**src/design/gpio_plk_pkg.sv**
```systemverilog
// gpio_plk_pkg: shared types, register map and pin mask helpers for the gpio port
// used by gpio_plk_lock, gpio_plk_regs and gpio_port_with_lock_sequence_unit
package gpio_plk_pkg;

  localparam int PinCountDef = 16;
  localparam int PinMax      = 16;
  localparam int IdxW        = 4;
  localparam int WordW       = 32;

  // register map
  localparam logic [IdxW-1:0] RegMode   = 4'd0;
  localparam logic [IdxW-1:0] RegOtype  = 4'd1;
  localparam logic [IdxW-1:0] RegSpeed  = 4'd2;
  localparam logic [IdxW-1:0] RegPull   = 4'd3;
  localparam logic [IdxW-1:0] RegInput  = 4'd4;
  localparam logic [IdxW-1:0] RegOutput = 4'd5;
  localparam logic [IdxW-1:0] RegSetRst = 4'd6;
  localparam logic [IdxW-1:0] RegLock   = 4'd7;
  localparam logic [IdxW-1:0] RegAltLo  = 4'd8;
  localparam logic [IdxW-1:0] RegAltHi  = 4'd9;
  localparam logic [IdxW-1:0] RegClear  = 4'd10;

  localparam int KeyBit = 16;

  // one bus access as held in the input register
  typedef struct packed {
    logic             is_write;
    logic [IdxW-1:0]  idx;
    logic [WordW-1:0] data;
    logic [PinMax-1:0] levels;
  } access_t;

  // lock status handed from the lock sequencer to the register file
  typedef struct packed {
    logic              engaged_nxt;
    logic [PinMax-1:0] pins_nxt;
    logic [PinMax-1:0] frozen;
  } lock_stat_t;

  function automatic logic [PinMax-1:0] pin_mask(input int n);
    logic [PinMax-1:0] m;
    for (int i = 0; i < PinMax; i++) begin
      m[i] = (i < n);
    end
    return m;
  endfunction

  // one bit per pin widened to a two-bit field per pin
  function automatic logic [WordW-1:0] widen2(input logic [PinMax-1:0] p);
    logic [WordW-1:0] r;
    for (int i = 0; i < PinMax; i++) begin
      r[2*i +: 2] = {2{p[i]}};
    end
    return r;
  endfunction

  // eight pins widened to a four-bit field per pin
  function automatic logic [WordW-1:0] widen4(input logic [7:0] p);
    logic [WordW-1:0] r;
    for (int i = 0; i < 8; i++) begin
      r[4*i +: 4] = {4{p[i]}};
    end
    return r;
  endfunction

  function automatic logic [WordW-1:0] guarded(input logic [WordW-1:0] old,
                                               input logic [WordW-1:0] data,
                                               input logic [WordW-1:0] frozen,
                                               input logic [WordW-1:0] valid);
    return ((old & frozen) | (data & ~frozen)) & valid;
  endfunction

endpackage

```
**src/design/gpio_plk_lock.sv**
```systemverilog
// gpio_plk_lock: lock key sequencer and locked pin set
// depends on gpio_plk_pkg
module gpio_plk_lock
  import gpio_plk_pkg::*;
#(
  parameter int PIN_COUNT = PinCountDef
) (
  input  logic       clk,
  input  logic       rst_n,
  input  logic       fire,
  input  access_t    acc,
  output lock_stat_t stat
);

  localparam logic [PinMax-1:0] PinMask = pin_mask(PIN_COUNT);

  localparam logic [1:0] KeyIdle   = 2'd0;
  localparam logic [1:0] KeyFirst  = 2'd1;
  localparam logic [1:0] KeySecond = 2'd2;
  localparam logic [1:0] KeyThird  = 2'd3;

  logic [1:0]        stage_r, stage_nxt;
  logic [PinMax-1:0] key_pins_r, key_pins_nxt;
  logic [PinMax-1:0] locked_r, locked_nxt;
  logic              engaged_r, engaged_nxt;
  logic [PinMax-1:0] pins;
  logic              key;
  logic              same;

  assign pins = acc.data[PinMax-1:0] & PinMask;
  assign key  = acc.data[KeyBit];
  assign same = (pins == key_pins_r);

  always_comb begin
    stage_nxt    = stage_r;
    key_pins_nxt = key_pins_r;
    locked_nxt   = locked_r;
    engaged_nxt  = engaged_r;
    if (fire && acc.idx == RegLock) begin
      if (engaged_r) begin
        stage_nxt = KeyIdle;
      end else if (!acc.is_write) begin
        if (stage_r == KeyThird) begin
          engaged_nxt = 1'b1;
          locked_nxt  = key_pins_r;
        end
        stage_nxt = KeyIdle;
      end else begin
        unique case (stage_r)
          KeyIdle: begin
            if (key) begin
              stage_nxt    = KeyFirst;
              key_pins_nxt = pins;
            end
          end
          KeyFirst:  stage_nxt = (!key && same) ? KeySecond : KeyIdle;
          KeySecond: stage_nxt = (key && same) ? KeyThird : KeyIdle;
          default:   stage_nxt = KeyIdle;
        endcase
      end
    end
  end

  always_ff @(posedge clk) begin
    if (!rst_n) begin
      stage_r    <= KeyIdle;
      key_pins_r <= '0;
      locked_r   <= '0;
      engaged_r  <= 1'b0;
    end else begin
      stage_r    <= stage_nxt;
      key_pins_r <= key_pins_nxt;
      locked_r   <= locked_nxt;
      engaged_r  <= engaged_nxt;
    end
  end

  assign stat.engaged_nxt = engaged_nxt;
  assign stat.pins_nxt    = locked_nxt;
  assign stat.frozen      = engaged_r ? locked_r : '0;

endmodule

```
**src/design/gpio_plk_regs.sv**
```systemverilog
// gpio_plk_regs: configuration registers, output latch and read-back mux
// depends on gpio_plk_pkg and the lock status from gpio_plk_lock
module gpio_plk_regs
  import gpio_plk_pkg::*;
#(
  parameter int PIN_COUNT = PinCountDef
) (
  input  logic              clk,
  input  logic              rst_n,
  input  logic              fire,
  input  access_t           acc,
  input  lock_stat_t        stat,
  output logic [WordW-1:0]  read_data,
  output logic [PinMax-1:0] pin_drive
);

  localparam logic [PinMax-1:0] PinMask = pin_mask(PIN_COUNT);
  localparam logic [WordW-1:0]  Valid2  = widen2(PinMask);
  localparam logic [WordW-1:0]  ValidLo = widen4(PinMask[7:0]);
  localparam logic [WordW-1:0]  ValidHi = widen4(PinMask[15:8]);

  logic [WordW-1:0]  mode_r, mode_nxt;
  logic [PinMax-1:0] otype_r, otype_nxt;
  logic [WordW-1:0]  speed_r, speed_nxt;
  logic [WordW-1:0]  pull_r, pull_nxt;
  logic [PinMax-1:0] odr_r, odr_nxt;
  logic [WordW-1:0]  altlo_r, altlo_nxt;
  logic [WordW-1:0]  althi_r, althi_nxt;
  logic [WordW-1:0]  f2, flo, fhi;
  logic [PinMax-1:0] dlo;

  assign f2  = widen2(stat.frozen);
  assign flo = widen4(stat.frozen[7:0]);
  assign fhi = widen4(stat.frozen[15:8]);
  assign dlo = acc.data[PinMax-1:0];

  always_comb begin
    mode_nxt  = mode_r;
    otype_nxt = otype_r;
    speed_nxt = speed_r;
    pull_nxt  = pull_r;
    odr_nxt   = odr_r;
    altlo_nxt = altlo_r;
    althi_nxt = althi_r;
    if (fire && acc.is_write) begin
      unique case (acc.idx)
        RegMode:   mode_nxt  = guarded(mode_r, acc.data, f2, Valid2);
        RegOtype:  otype_nxt = (otype_r & stat.frozen) | (dlo & ~stat.frozen & PinMask);
        RegSpeed:  speed_nxt = guarded(speed_r, acc.data, f2, Valid2);
        RegPull:   pull_nxt  = guarded(pull_r, acc.data, f2, Valid2);
        RegOutput: odr_nxt   = dlo & PinMask;
        // set wins over reset when both name a pin
        RegSetRst: odr_nxt   = ((odr_r & ~acc.data[31:16]) | dlo) & PinMask;
        RegAltLo:  altlo_nxt = guarded(altlo_r, acc.data, flo, ValidLo);
        RegAltHi:  althi_nxt = guarded(althi_r, acc.data, fhi, ValidHi);
        RegClear:  odr_nxt   = odr_r & ~dlo & PinMask;
        default:   ;
      endcase
    end
  end

  always_comb begin
    read_data = '0;
    if (!acc.is_write) begin
      unique case (acc.idx)
        RegMode:   read_data = mode_r;
        RegOtype:  read_data = {16'd0, otype_r};
        RegSpeed:  read_data = speed_r;
        RegPull:   read_data = pull_r;
        RegInput:  read_data = {16'd0, acc.levels & PinMask};
        RegOutput: read_data = {16'd0, odr_r};
        RegLock:   read_data = {15'd0, stat.engaged_nxt, stat.pins_nxt};
        RegAltLo:  read_data = altlo_r;
        RegAltHi:  read_data = althi_r;
        default:   read_data = '0;
      endcase
    end
  end

  assign pin_drive = odr_nxt;

  always_ff @(posedge clk) begin
    if (!rst_n) begin
      mode_r  <= '0;
      otype_r <= '0;
      speed_r <= '0;
      pull_r  <= '0;
      odr_r   <= '0;
      altlo_r <= '0;
      althi_r <= '0;
    end else begin
      mode_r  <= mode_nxt;
      otype_r <= otype_nxt;
      speed_r <= speed_nxt;
      pull_r  <= pull_nxt;
      odr_r   <= odr_nxt;
      altlo_r <= altlo_nxt;
      althi_r <= althi_nxt;
    end
  end

endmodule

```
**src/design/gpio_port_with_lock_sequence_unit.sv**
```systemverilog
// gpio_port_with_lock_sequence_unit: top level of the 16-pin gpio port with lock key
// depends on gpio_plk_pkg, gpio_plk_lock and gpio_plk_regs
//
// usage
//   in_*  : one bus access per transfer; tuser is the access kind (0 read, 1 write),
//           tdata carries register index, write data and the sampled pin levels
//   out_* : exactly one result transfer per access, in order: read data (zero on
//           writes), the output latch now driven to the pins, and the lock flag
//   path: an accepted access lands in the input register, is decoded and applied
//           to the registers once the result register can take it, and its result is
//           shown from the result register, which drives out_tvalid and out_tdata
//   throughput: one access per cycle while out_tready stays high; the register update is a
//           single pass of short logic between the input and the result register
//   stall: while a result waits in the result register the input register can
//           still take one access; once both are full in_tready drops, and no
//           register state changes until the waiting result is transferred
//   reset: rst_n low clears all configuration registers, the output latch, the
//           lock and the key sequence, and empties both pipeline registers
//   lock: write the lock register with key 1, then 0, then 1 and the same pins,
//           then read it; configuration bits of those pins are frozen until reset
module gpio_port_with_lock_sequence_unit
  import gpio_plk_pkg::*;
#(
  parameter int PIN_COUNT = PinCountDef
) (
  input  logic        clk,
  input  logic        rst_n,
  input  logic        in_tvalid,
  output logic        in_tready,
  input  logic [55:0] in_tdata,   // reg_index[3:0], write_data[35:4], pin_levels[51:36], zero
  input  logic        in_tuser,   // func: 0 read, 1 write
  output logic        out_tvalid,
  input  logic        out_tready,
  output logic [55:0] out_tdata   // read_data[31:0], pin_drive[47:32], lock_active[48], zero
);

  logic              in_valid_r;
  access_t           acc_r;
  logic              out_valid_r;
  logic [55:0]       out_data_r;
  logic              adv;    // result register can take a new value
  logic              fire;   // held access is applied this cycle
  lock_stat_t        stat;
  logic [WordW-1:0]  read_data;
  logic [PinMax-1:0] pin_drive;

  assign adv       = !out_valid_r || out_tready;
  assign fire      = in_valid_r && adv;
  assign in_tready = !in_valid_r || adv;

  // input register
  always_ff @(posedge clk) begin
    if (!rst_n) begin
      in_valid_r <= 1'b0;
    end else if (in_tready) begin
      in_valid_r <= in_tvalid;
    end
  end

  always_ff @(posedge clk) begin
    if (in_tready && in_tvalid) begin
      acc_r.is_write <= in_tuser;
      acc_r.idx      <= in_tdata[3:0];
      acc_r.data     <= in_tdata[35:4];
      acc_r.levels   <= in_tdata[51:36];
    end
  end

  gpio_plk_lock #(
    .PIN_COUNT(PIN_COUNT)
  ) u_lock (
    .clk  (clk),
    .rst_n(rst_n),
    .fire (fire),
    .acc  (acc_r),
    .stat (stat)
  );

  gpio_plk_regs #(
    .PIN_COUNT(PIN_COUNT)
  ) u_regs (
    .clk      (clk),
    .rst_n    (rst_n),
    .fire     (fire),
    .acc      (acc_r),
    .stat     (stat),
    .read_data(read_data),
    .pin_drive(pin_drive)
  );

  // result register
  always_ff @(posedge clk) begin
    if (!rst_n) begin
      out_valid_r <= 1'b0;
    end else if (adv) begin
      out_valid_r <= in_valid_r;
    end
  end

  always_ff @(posedge clk) begin
    if (fire) begin
      out_data_r <= {7'd0, stat.engaged_nxt, pin_drive, read_data};
    end
  end

  assign out_tvalid = out_valid_r;
  assign out_tdata  = out_data_r;

endmodule

```
**config.mk**
```make
export PLATFORM = sky130hd
export DESIGN_NAME = gpio_port_with_lock_sequence_unit
export DESIGN_NICKNAME = d
export VERILOG_FILES = /design/src/design/gpio_plk_pkg.sv /design/src/design/gpio_plk_lock.sv /design/src/design/gpio_plk_regs.sv /design/src/design/gpio_port_with_lock_sequence_unit.sv
export SDC_FILE = /design/constraint.sdc
export NUM_CORES = 1
export LEC_CHECK = 0
export BUFFER_PORTS_ARGS = -buffer_cell sky130_fd_sc_hd__buf_2
export CAP_MARGIN = 20
export CORE_ASPECT_RATIO = 0.9
export CORE_UTILIZATION = 45
export DETAILED_ROUTE_END_ITERATION = 7
export PLACE_DENSITY = 0.65
export SLEW_MARGIN = 20
export SYNTH_ARGS = -nofsm -noshare
export SYNTH_HDL_FRONTEND = slang
export SYNTH_SLANG_ARGS = --single-unit
```
**constraint.sdc**
```tcl
create_clock -name clk -period 3.25 [get_ports clk]
set_clock_uncertainty 0.2 [all_clocks]
set_input_delay 0 -clock clk [delete_from_list [all_inputs] [get_ports clk]]
set_output_delay 0 -clock clk [all_outputs]
set_load 0.005 [all_outputs]
```
==> results of run 1 <==
[metrics by stage]
| stage | util [%] | cell area, um^2 |
|---|---|---|
| 2_1_floorplan | - | 14400 |
| 3_3_place_gp | 49.4 | 15400 |
| 3_5_place_dp | 49.4 | 15400 |
| 4_1_cts | 56.8 | 17700 |
| 5_1_grt | 56.8 | 17700 |
| 6_report | 56.8 | 17700 |
[worst max-delay path by stage]
stage	slack, ns	end	from
final	0.27	out_tdata[3]	acc_r[50]
after global routing	0.31	out_tdata[40]	acc_r[50]
after CTS	0.48	out_tdata[36]	acc_r[50]
after detailed placement	0.48	out_tdata[36]	acc_r[50]
after global placement	0.52	out_tdata[41]	acc_r[50]
after floorplan	0.69	acc_r[0]	in_valid_r
[worst max-delay path, stage by stage (launching register included)]
cell      delay, ns
edfxtp_1       0.83
buf_4          0.29
inv_1          0.18
nand2_1        0.17
o32ai_1        0.08
a211oi_1       0.61
o22ai_1        0.28
[metal layers]
metal | part of all wire (%) | global-route usage (%) | vias to the layer above
met1 | 43 | 38.0 | 6044
met4 | 4.2 | 12.3 | 0
li1 | - | - | 5729
met5 | 0 | 0 | -
met2 | 43 | 41.3 | 562
met3 | 8.9 | 5.67 | 116
[power by group through the flow]
stage / Combinational (mW) / Sequential [mW] / Clock, mW
2_1_floorplan: 0.265 / 4.46 / 0
3_3_place_gp: 0.438 / 4.51 / 0
3_5_place_dp: 0.442 / 4.51 / 0
4_1_cts: 0.539 / 4.43 / 4.32
5_1_grt: 0.590 / 4.43 / 4.48
6_report: 0.556 / 4.43 / 4.26
[what timing repair did]
action | 4_1_cts | 5_1_grt
endpoints found under the hold margin | 73 | 0
hold buffers | 106 | 0
resized for setup | 0 | 0
[cells by family (layout without fill, tap and decap cells)]
family          count (synthesis)  count (layout)  share of synthesized area [%]
compound gates                322             322                           14.4
xor+xnor                       16              16                          0.974
buf+inv                       159             360                           4.80
flops                         331             331                           53.2
mux                           126             126                           8.91
other cells                     1               8                         0.0261
simple gates                  545             545                           17.8
[cells in the mapped netlist, types with 21 or more instances]
| cell | n |
|---|---|
| edfxtp_1 | 102 |
| buf_2 | 21 |
| nand3_1 | 128 |
| a21oi_1 | 146 |
| nor2_1 | 123 |
| inv_1 | 22 |
| dfxtp_1 | 229 |
| clkbuf_1 | 95 |
| a22oi_1 | 34 |
| nand2_1 | 206 |
| mux2i_1 | 118 |
| o22ai_1 | 26 |
| o21ai_0 | 29 |
[area by class of cell]
cell class	instances	area (um^2)	area share, %
clock inverters	7	66.3	0.375
clock buffers	61	1190	6.73
inverters	24	95.1	0.537
multi-input cells	1016	6100	34.5
flip-flops and latches	331	7650	43.2
well taps	409	512	2.89
diodes	1	2.50	0.0141
repair buffers	268	2080	11.8
==> reports/summary.txt, run 1 <==
share of the yosys chip area belonging to registers = 53.2%
worst-skew pair later-pin latency = 0.52 ns
# DRC = 0
Min-Delay Endpoint = acc_r[3]
CTS buffer count = 37
Clk pin slew, worst setup/hold paths = 0.06 ns
Hold Path Stages = 2
fin cells = 2,117
top_reg_cell synth = dfxtp_1
RR Endpoint = out_tdata[3]
ANT nets after route = 0
routability cong. = 0.926
first-pass GRT wire length = 68,200 um
power share of the combinational group = 6.0%
row count = 61
Yosys reg bits = 331
post-CTS setup-driven buffer insertion count = 0
Hold Crit Class = in2reg
initial antenna violation count = 1
dpl hpwl = 29,900 um
DIE AREA = 0.0327 mm^2
dpl ws = 0.476 ns
# IOs = 119
PortBufs = 107
share of the synthesized area in the top cell type = 31.9%
Final min period = 2.98 ns
RSZ-0062 raised after global routing = no
total wire length = 45,000 um
share of cells above drive strength 1 = 15.5%
PD cells = 522 mW/mm^2
Hold WS = 0.000897 ns
nets@finish = 1,739
CP Class = reg2reg
Ys Warns = 0
most frequent cells in the layout = dfxtp_1 (229), nand2_1 (206), a21oi_1 (146)
clock share of power = 46.1%
Starting Density = 46.2%
status = complete, no violations
Final setup viols = 0
top cells by area, synth = dfxtp_1 (32%), edfxtp_1 (21%), mux2i_1 (8.2%)
fillers = 2,748
Setup crit start kind = flop
H-tree depth = 2
Yosys cell types = 66
most common library cell in the layout ignoring fill and taps = dfxtp_1
Critical Path AT = 2.98 ns
MaxCap Viol Count = 0
Tot Pwr = 9.24 mW
asr flop ratio synth = 0%
Slew @ Worst Pin = 0.748 ns
number of global-route vias before repair = 11,800
Post-synth EDFFs = 102
vias per cell = 5.88
CTS tree = done
CTS root buf = clkbuf_16
Power Internal = 7.16 mW
Worst Path Required = 3.25 ns
CP max FO = 17
Vias = 12,500
CP endpoint kind = flop
Cells after Synth = 1,500
Synth area leader = dfxtp_1
setup TNS = 0 ns
pin count of the biggest net entering global routing = 83
Slew headroom = 50.2%
Detailed Routing Iterations Pass 1 = 6
Peak VDD IR = 0.000399 V
# placed instances = 1,942
Synth Cell Area = 0.0144 mm^2
P_leak = 6.45 nW
Die Wd = 190 um
Die Span Y = 172 um
Fin. Hold Viols = 0
Core ar. = 0.0311 mm^2
clock buffer depth = 3
clk sink count = 331
WL/cell = 21.3 um
GRT Util Overall = 27.5%
switching component of the power = 2.09 mW
final setup margin = 0.273 ns
FF-to-FF Start = acc_r[50]
detailed router's first-iteration violation count = 1,304
syn avg cell area = 9.59 um^2
total congestion overflow = 0
switching share of power = 22.6%
Area growth, synth to finish = 23.0%
HP Start = in_tdata[39]
Pins Over Slew Limit = 0
Seq pwr share = 47.9%
Final Cycle Share = 91.6%
R2R cell count = 6
register-to-register setup slack = 0.27 ns
f_max = 336 MHz
(Power assumes the default switching activity.)
==> inputs of run 2 (changes only) <==
--- a/config.mk
+++ b/config.mk
@@ -6,9 +6,10 @@
 export NUM_CORES = 1
 export LEC_CHECK = 0
 export BUFFER_PORTS_ARGS = -buffer_cell sky130_fd_sc_hd__buf_2
-export CAP_MARGIN = 20
+export CAP_MARGIN = 30
 export CORE_ASPECT_RATIO = 0.9
 export CORE_UTILIZATION = 45
+export CTS_BUF_LIST = sky130_fd_sc_hd__clkbuf_16
 export DETAILED_ROUTE_END_ITERATION = 7
 export PLACE_DENSITY = 0.65
 export SLEW_MARGIN = 20
==> run 2 against run 1 <==
Effect of this change:
- the flow now finishes with violations (DRC)
- clock-buffer cell count down 21
- critical path depth did not move
- sequential share of layout area is essentially flat
- global-route usage is 0.29 points higher
- sequential power about the same
==> reports/summary.txt, run 2 (synthesized netlist as in run 1, its figures left out) <==
Worst Path Required = 3.26 ns (was 3.25 ns)
dpl hpwl = 30,000 um (was 29,900 um)
Setup crit start kind = flop (unchanged)
CP max FO = 17 (unchanged)
PD cells = 524 mW/mm^2 (was 522 mW/mm^2)
Hold WS = 0.00742 ns (was 0.000897 ns)
initial antenna violation count = 3 (was 1)
fin cells = 2,116 (was 2,117)
register-to-register setup slack = 0.35 ns (was 0.27 ns)
R2R cell count = 6 (unchanged)
WL/cell = 21.4 um (was 21.3 um)
final setup margin = 0.355 ns (was 0.273 ns)
detailed router's first-iteration violation count = 1,415 (was 1,304)
Hold Buf Count CTS = 105 (was 106)
nets@finish = 1,739 (unchanged)
Diodes inserted = 0 (was 1)
CTS buffer count = 37 (unchanged)
f_max = 345 MHz (was 336 MHz)
clock buffer depth = 3 (unchanged)
# DRC = 8 (was 0)
Pins Over Slew Limit = 0 (unchanged)
fillers = 2,751 (was 2,748)
DIE AREA = 0.0327 mm^2 (unchanged)
routability cong. = 0.926 (unchanged)
number of global-route vias before repair = 12,000 (was 11,800)
Peak VDD IR = 0.000374 V (was 0.000399 V)
Core ar. = 0.0311 mm^2 (unchanged)
Die Span Y = 172 um (unchanged)
P_leak = 6.48 nW (was 6.45 nW)
pin count of the biggest net entering global routing = 83 (unchanged)
H-tree depth = 2 (unchanged)
CTS tree = done (unchanged)
total wire length = 45,200 um (was 45,000 um)
cts repair resizes = 0 (unchanged)
Fin. Hold Viols = 0 (unchanged)
CP endpoint kind = flop (unchanged)
Hold Path Stages = 2 (unchanged)
Final min period = 2.90 ns (was 2.98 ns)
Area growth, synth to finish = 22.9% (was 23.0%)
PortBufs = 107 (unchanged)
violated checks = DRC
Hold Crit Class = in2reg (unchanged)
row count = 61 (unchanged)
Slew @ Worst Pin = 0.735 ns (was 0.748 ns)
clk sink count = 331 (unchanged)
most common library cell in the layout ignoring fill and taps = dfxtp_1 (unchanged)
Final Cycle Share = 89.1% (was 91.6%)
CTS root buf = clkbuf_16 (unchanged)
CP Class = reg2reg (unchanged)
vias per cell = 5.84 (was 5.88)
GRT Util Overall = 27.8% (was 27.5%)
Slew headroom = 51.0% (was 50.2%)
Detailed Routing Iterations Pass 1 = 8 (was 6)
Vias = 12,400 (was 12,500)
setup TNS = 0 ns (unchanged)
first-pass GRT wire length = 69,000 um (was 68,200 um)
dpl ws = 0.469 ns (was 0.476 ns)
Die Wd = 190 um (unchanged)
most frequent cells in the layout = dfxtp_1 (229), nand2_1 (206), a21oi_1 (146) (unchanged)
post-CTS setup-driven buffer insertion count = 0 (unchanged)
RSZ-0062 raised after global routing = no (unchanged)
# IOs = 119 (unchanged)
worst-skew pair later-pin latency = 0.52 ns (about the same)
MaxCap Viol Count = 0 (unchanged)
ANT nets after route = 0 (unchanged)
status = finished with violations (was complete, no violations)
total congestion overflow = 0 (unchanged)
Critical Path AT = 2.91 ns (was 2.98 ns)
final core utilization = 56.8% (about the same)
share of cells above drive strength 1 = 15.6% (was 15.5%)
Final setup viols = 0 (unchanged)
Starting Density = 46.2% (unchanged)
# placed instances = 1,943 (was 1,942)
Clk pin slew, worst setup/hold paths = 0.06 ns (about the same)
==> run 2: per-layer routing <==
| layer | up-vias | part of all wire, % | track usage [%] |
|---|---|---|---|
| met2 | 570 | 43 | 42.0 |
| met5 | - | 0.018 | 0 |
| met4 | 2 | 3.6 | 11.3 |
| li1 | 5750 | - | - |
| met3 | 97 | 8.8 | 6.47 |
| met1 | 5943 | 44 | 38.1 |
==> run 2: final cells by class <==
| class | instances | area (um^2) | area share [%] |
|---|---|---|---|
| clock buffer | 40 | 1000 | 5.66 |
| sequential | 331 | 7650 | 43.3 |
| clock inverter | 28 | 244 | 1.38 |
| inverter | 24 | 95.1 | 0.538 |
| tap | 409 | 512 | 2.89 |
| timing repair buffer | 268 | 2090 | 11.8 |
| multi-input combinational | 1016 | 6090 | 34.5 |
==> run 2: where the power goes <==
group	total, mW	switching, mW	internal (mW)
Combinational	0.556	0.324	0.231
Sequential	4.43	0.0900	4.34
Clock	4.28	1.73	2.55
==> run 2: final timing paths <==
check / start / to
hold reg to reg: flop / flop
setup / recovery: acc_r[50] / out_tdata[3]
setup reg to reg: acc_r[50] / out_tdata[3]
hold / removal: in_tdata[39] / acc_r[3]
==> run 2: stage by stage <==
step	cell area, um^2	total power [mW]
after floorplan	14400	4.73
after global placement	15400	4.95
after detailed placement	15400	4.96
after CTS	17700	9.27
after global routing	17700	9.49
final	17700	9.26
==> run 2: worst max-delay path, stage by stage, from the launching register on <==
cell      delay, ns
edfxtp_1       0.82
buf_4          0.30
inv_1          0.18
nand2_1        0.17
o32ai_1        0.09
a211oi_1       0.57
o22ai_1        0.24
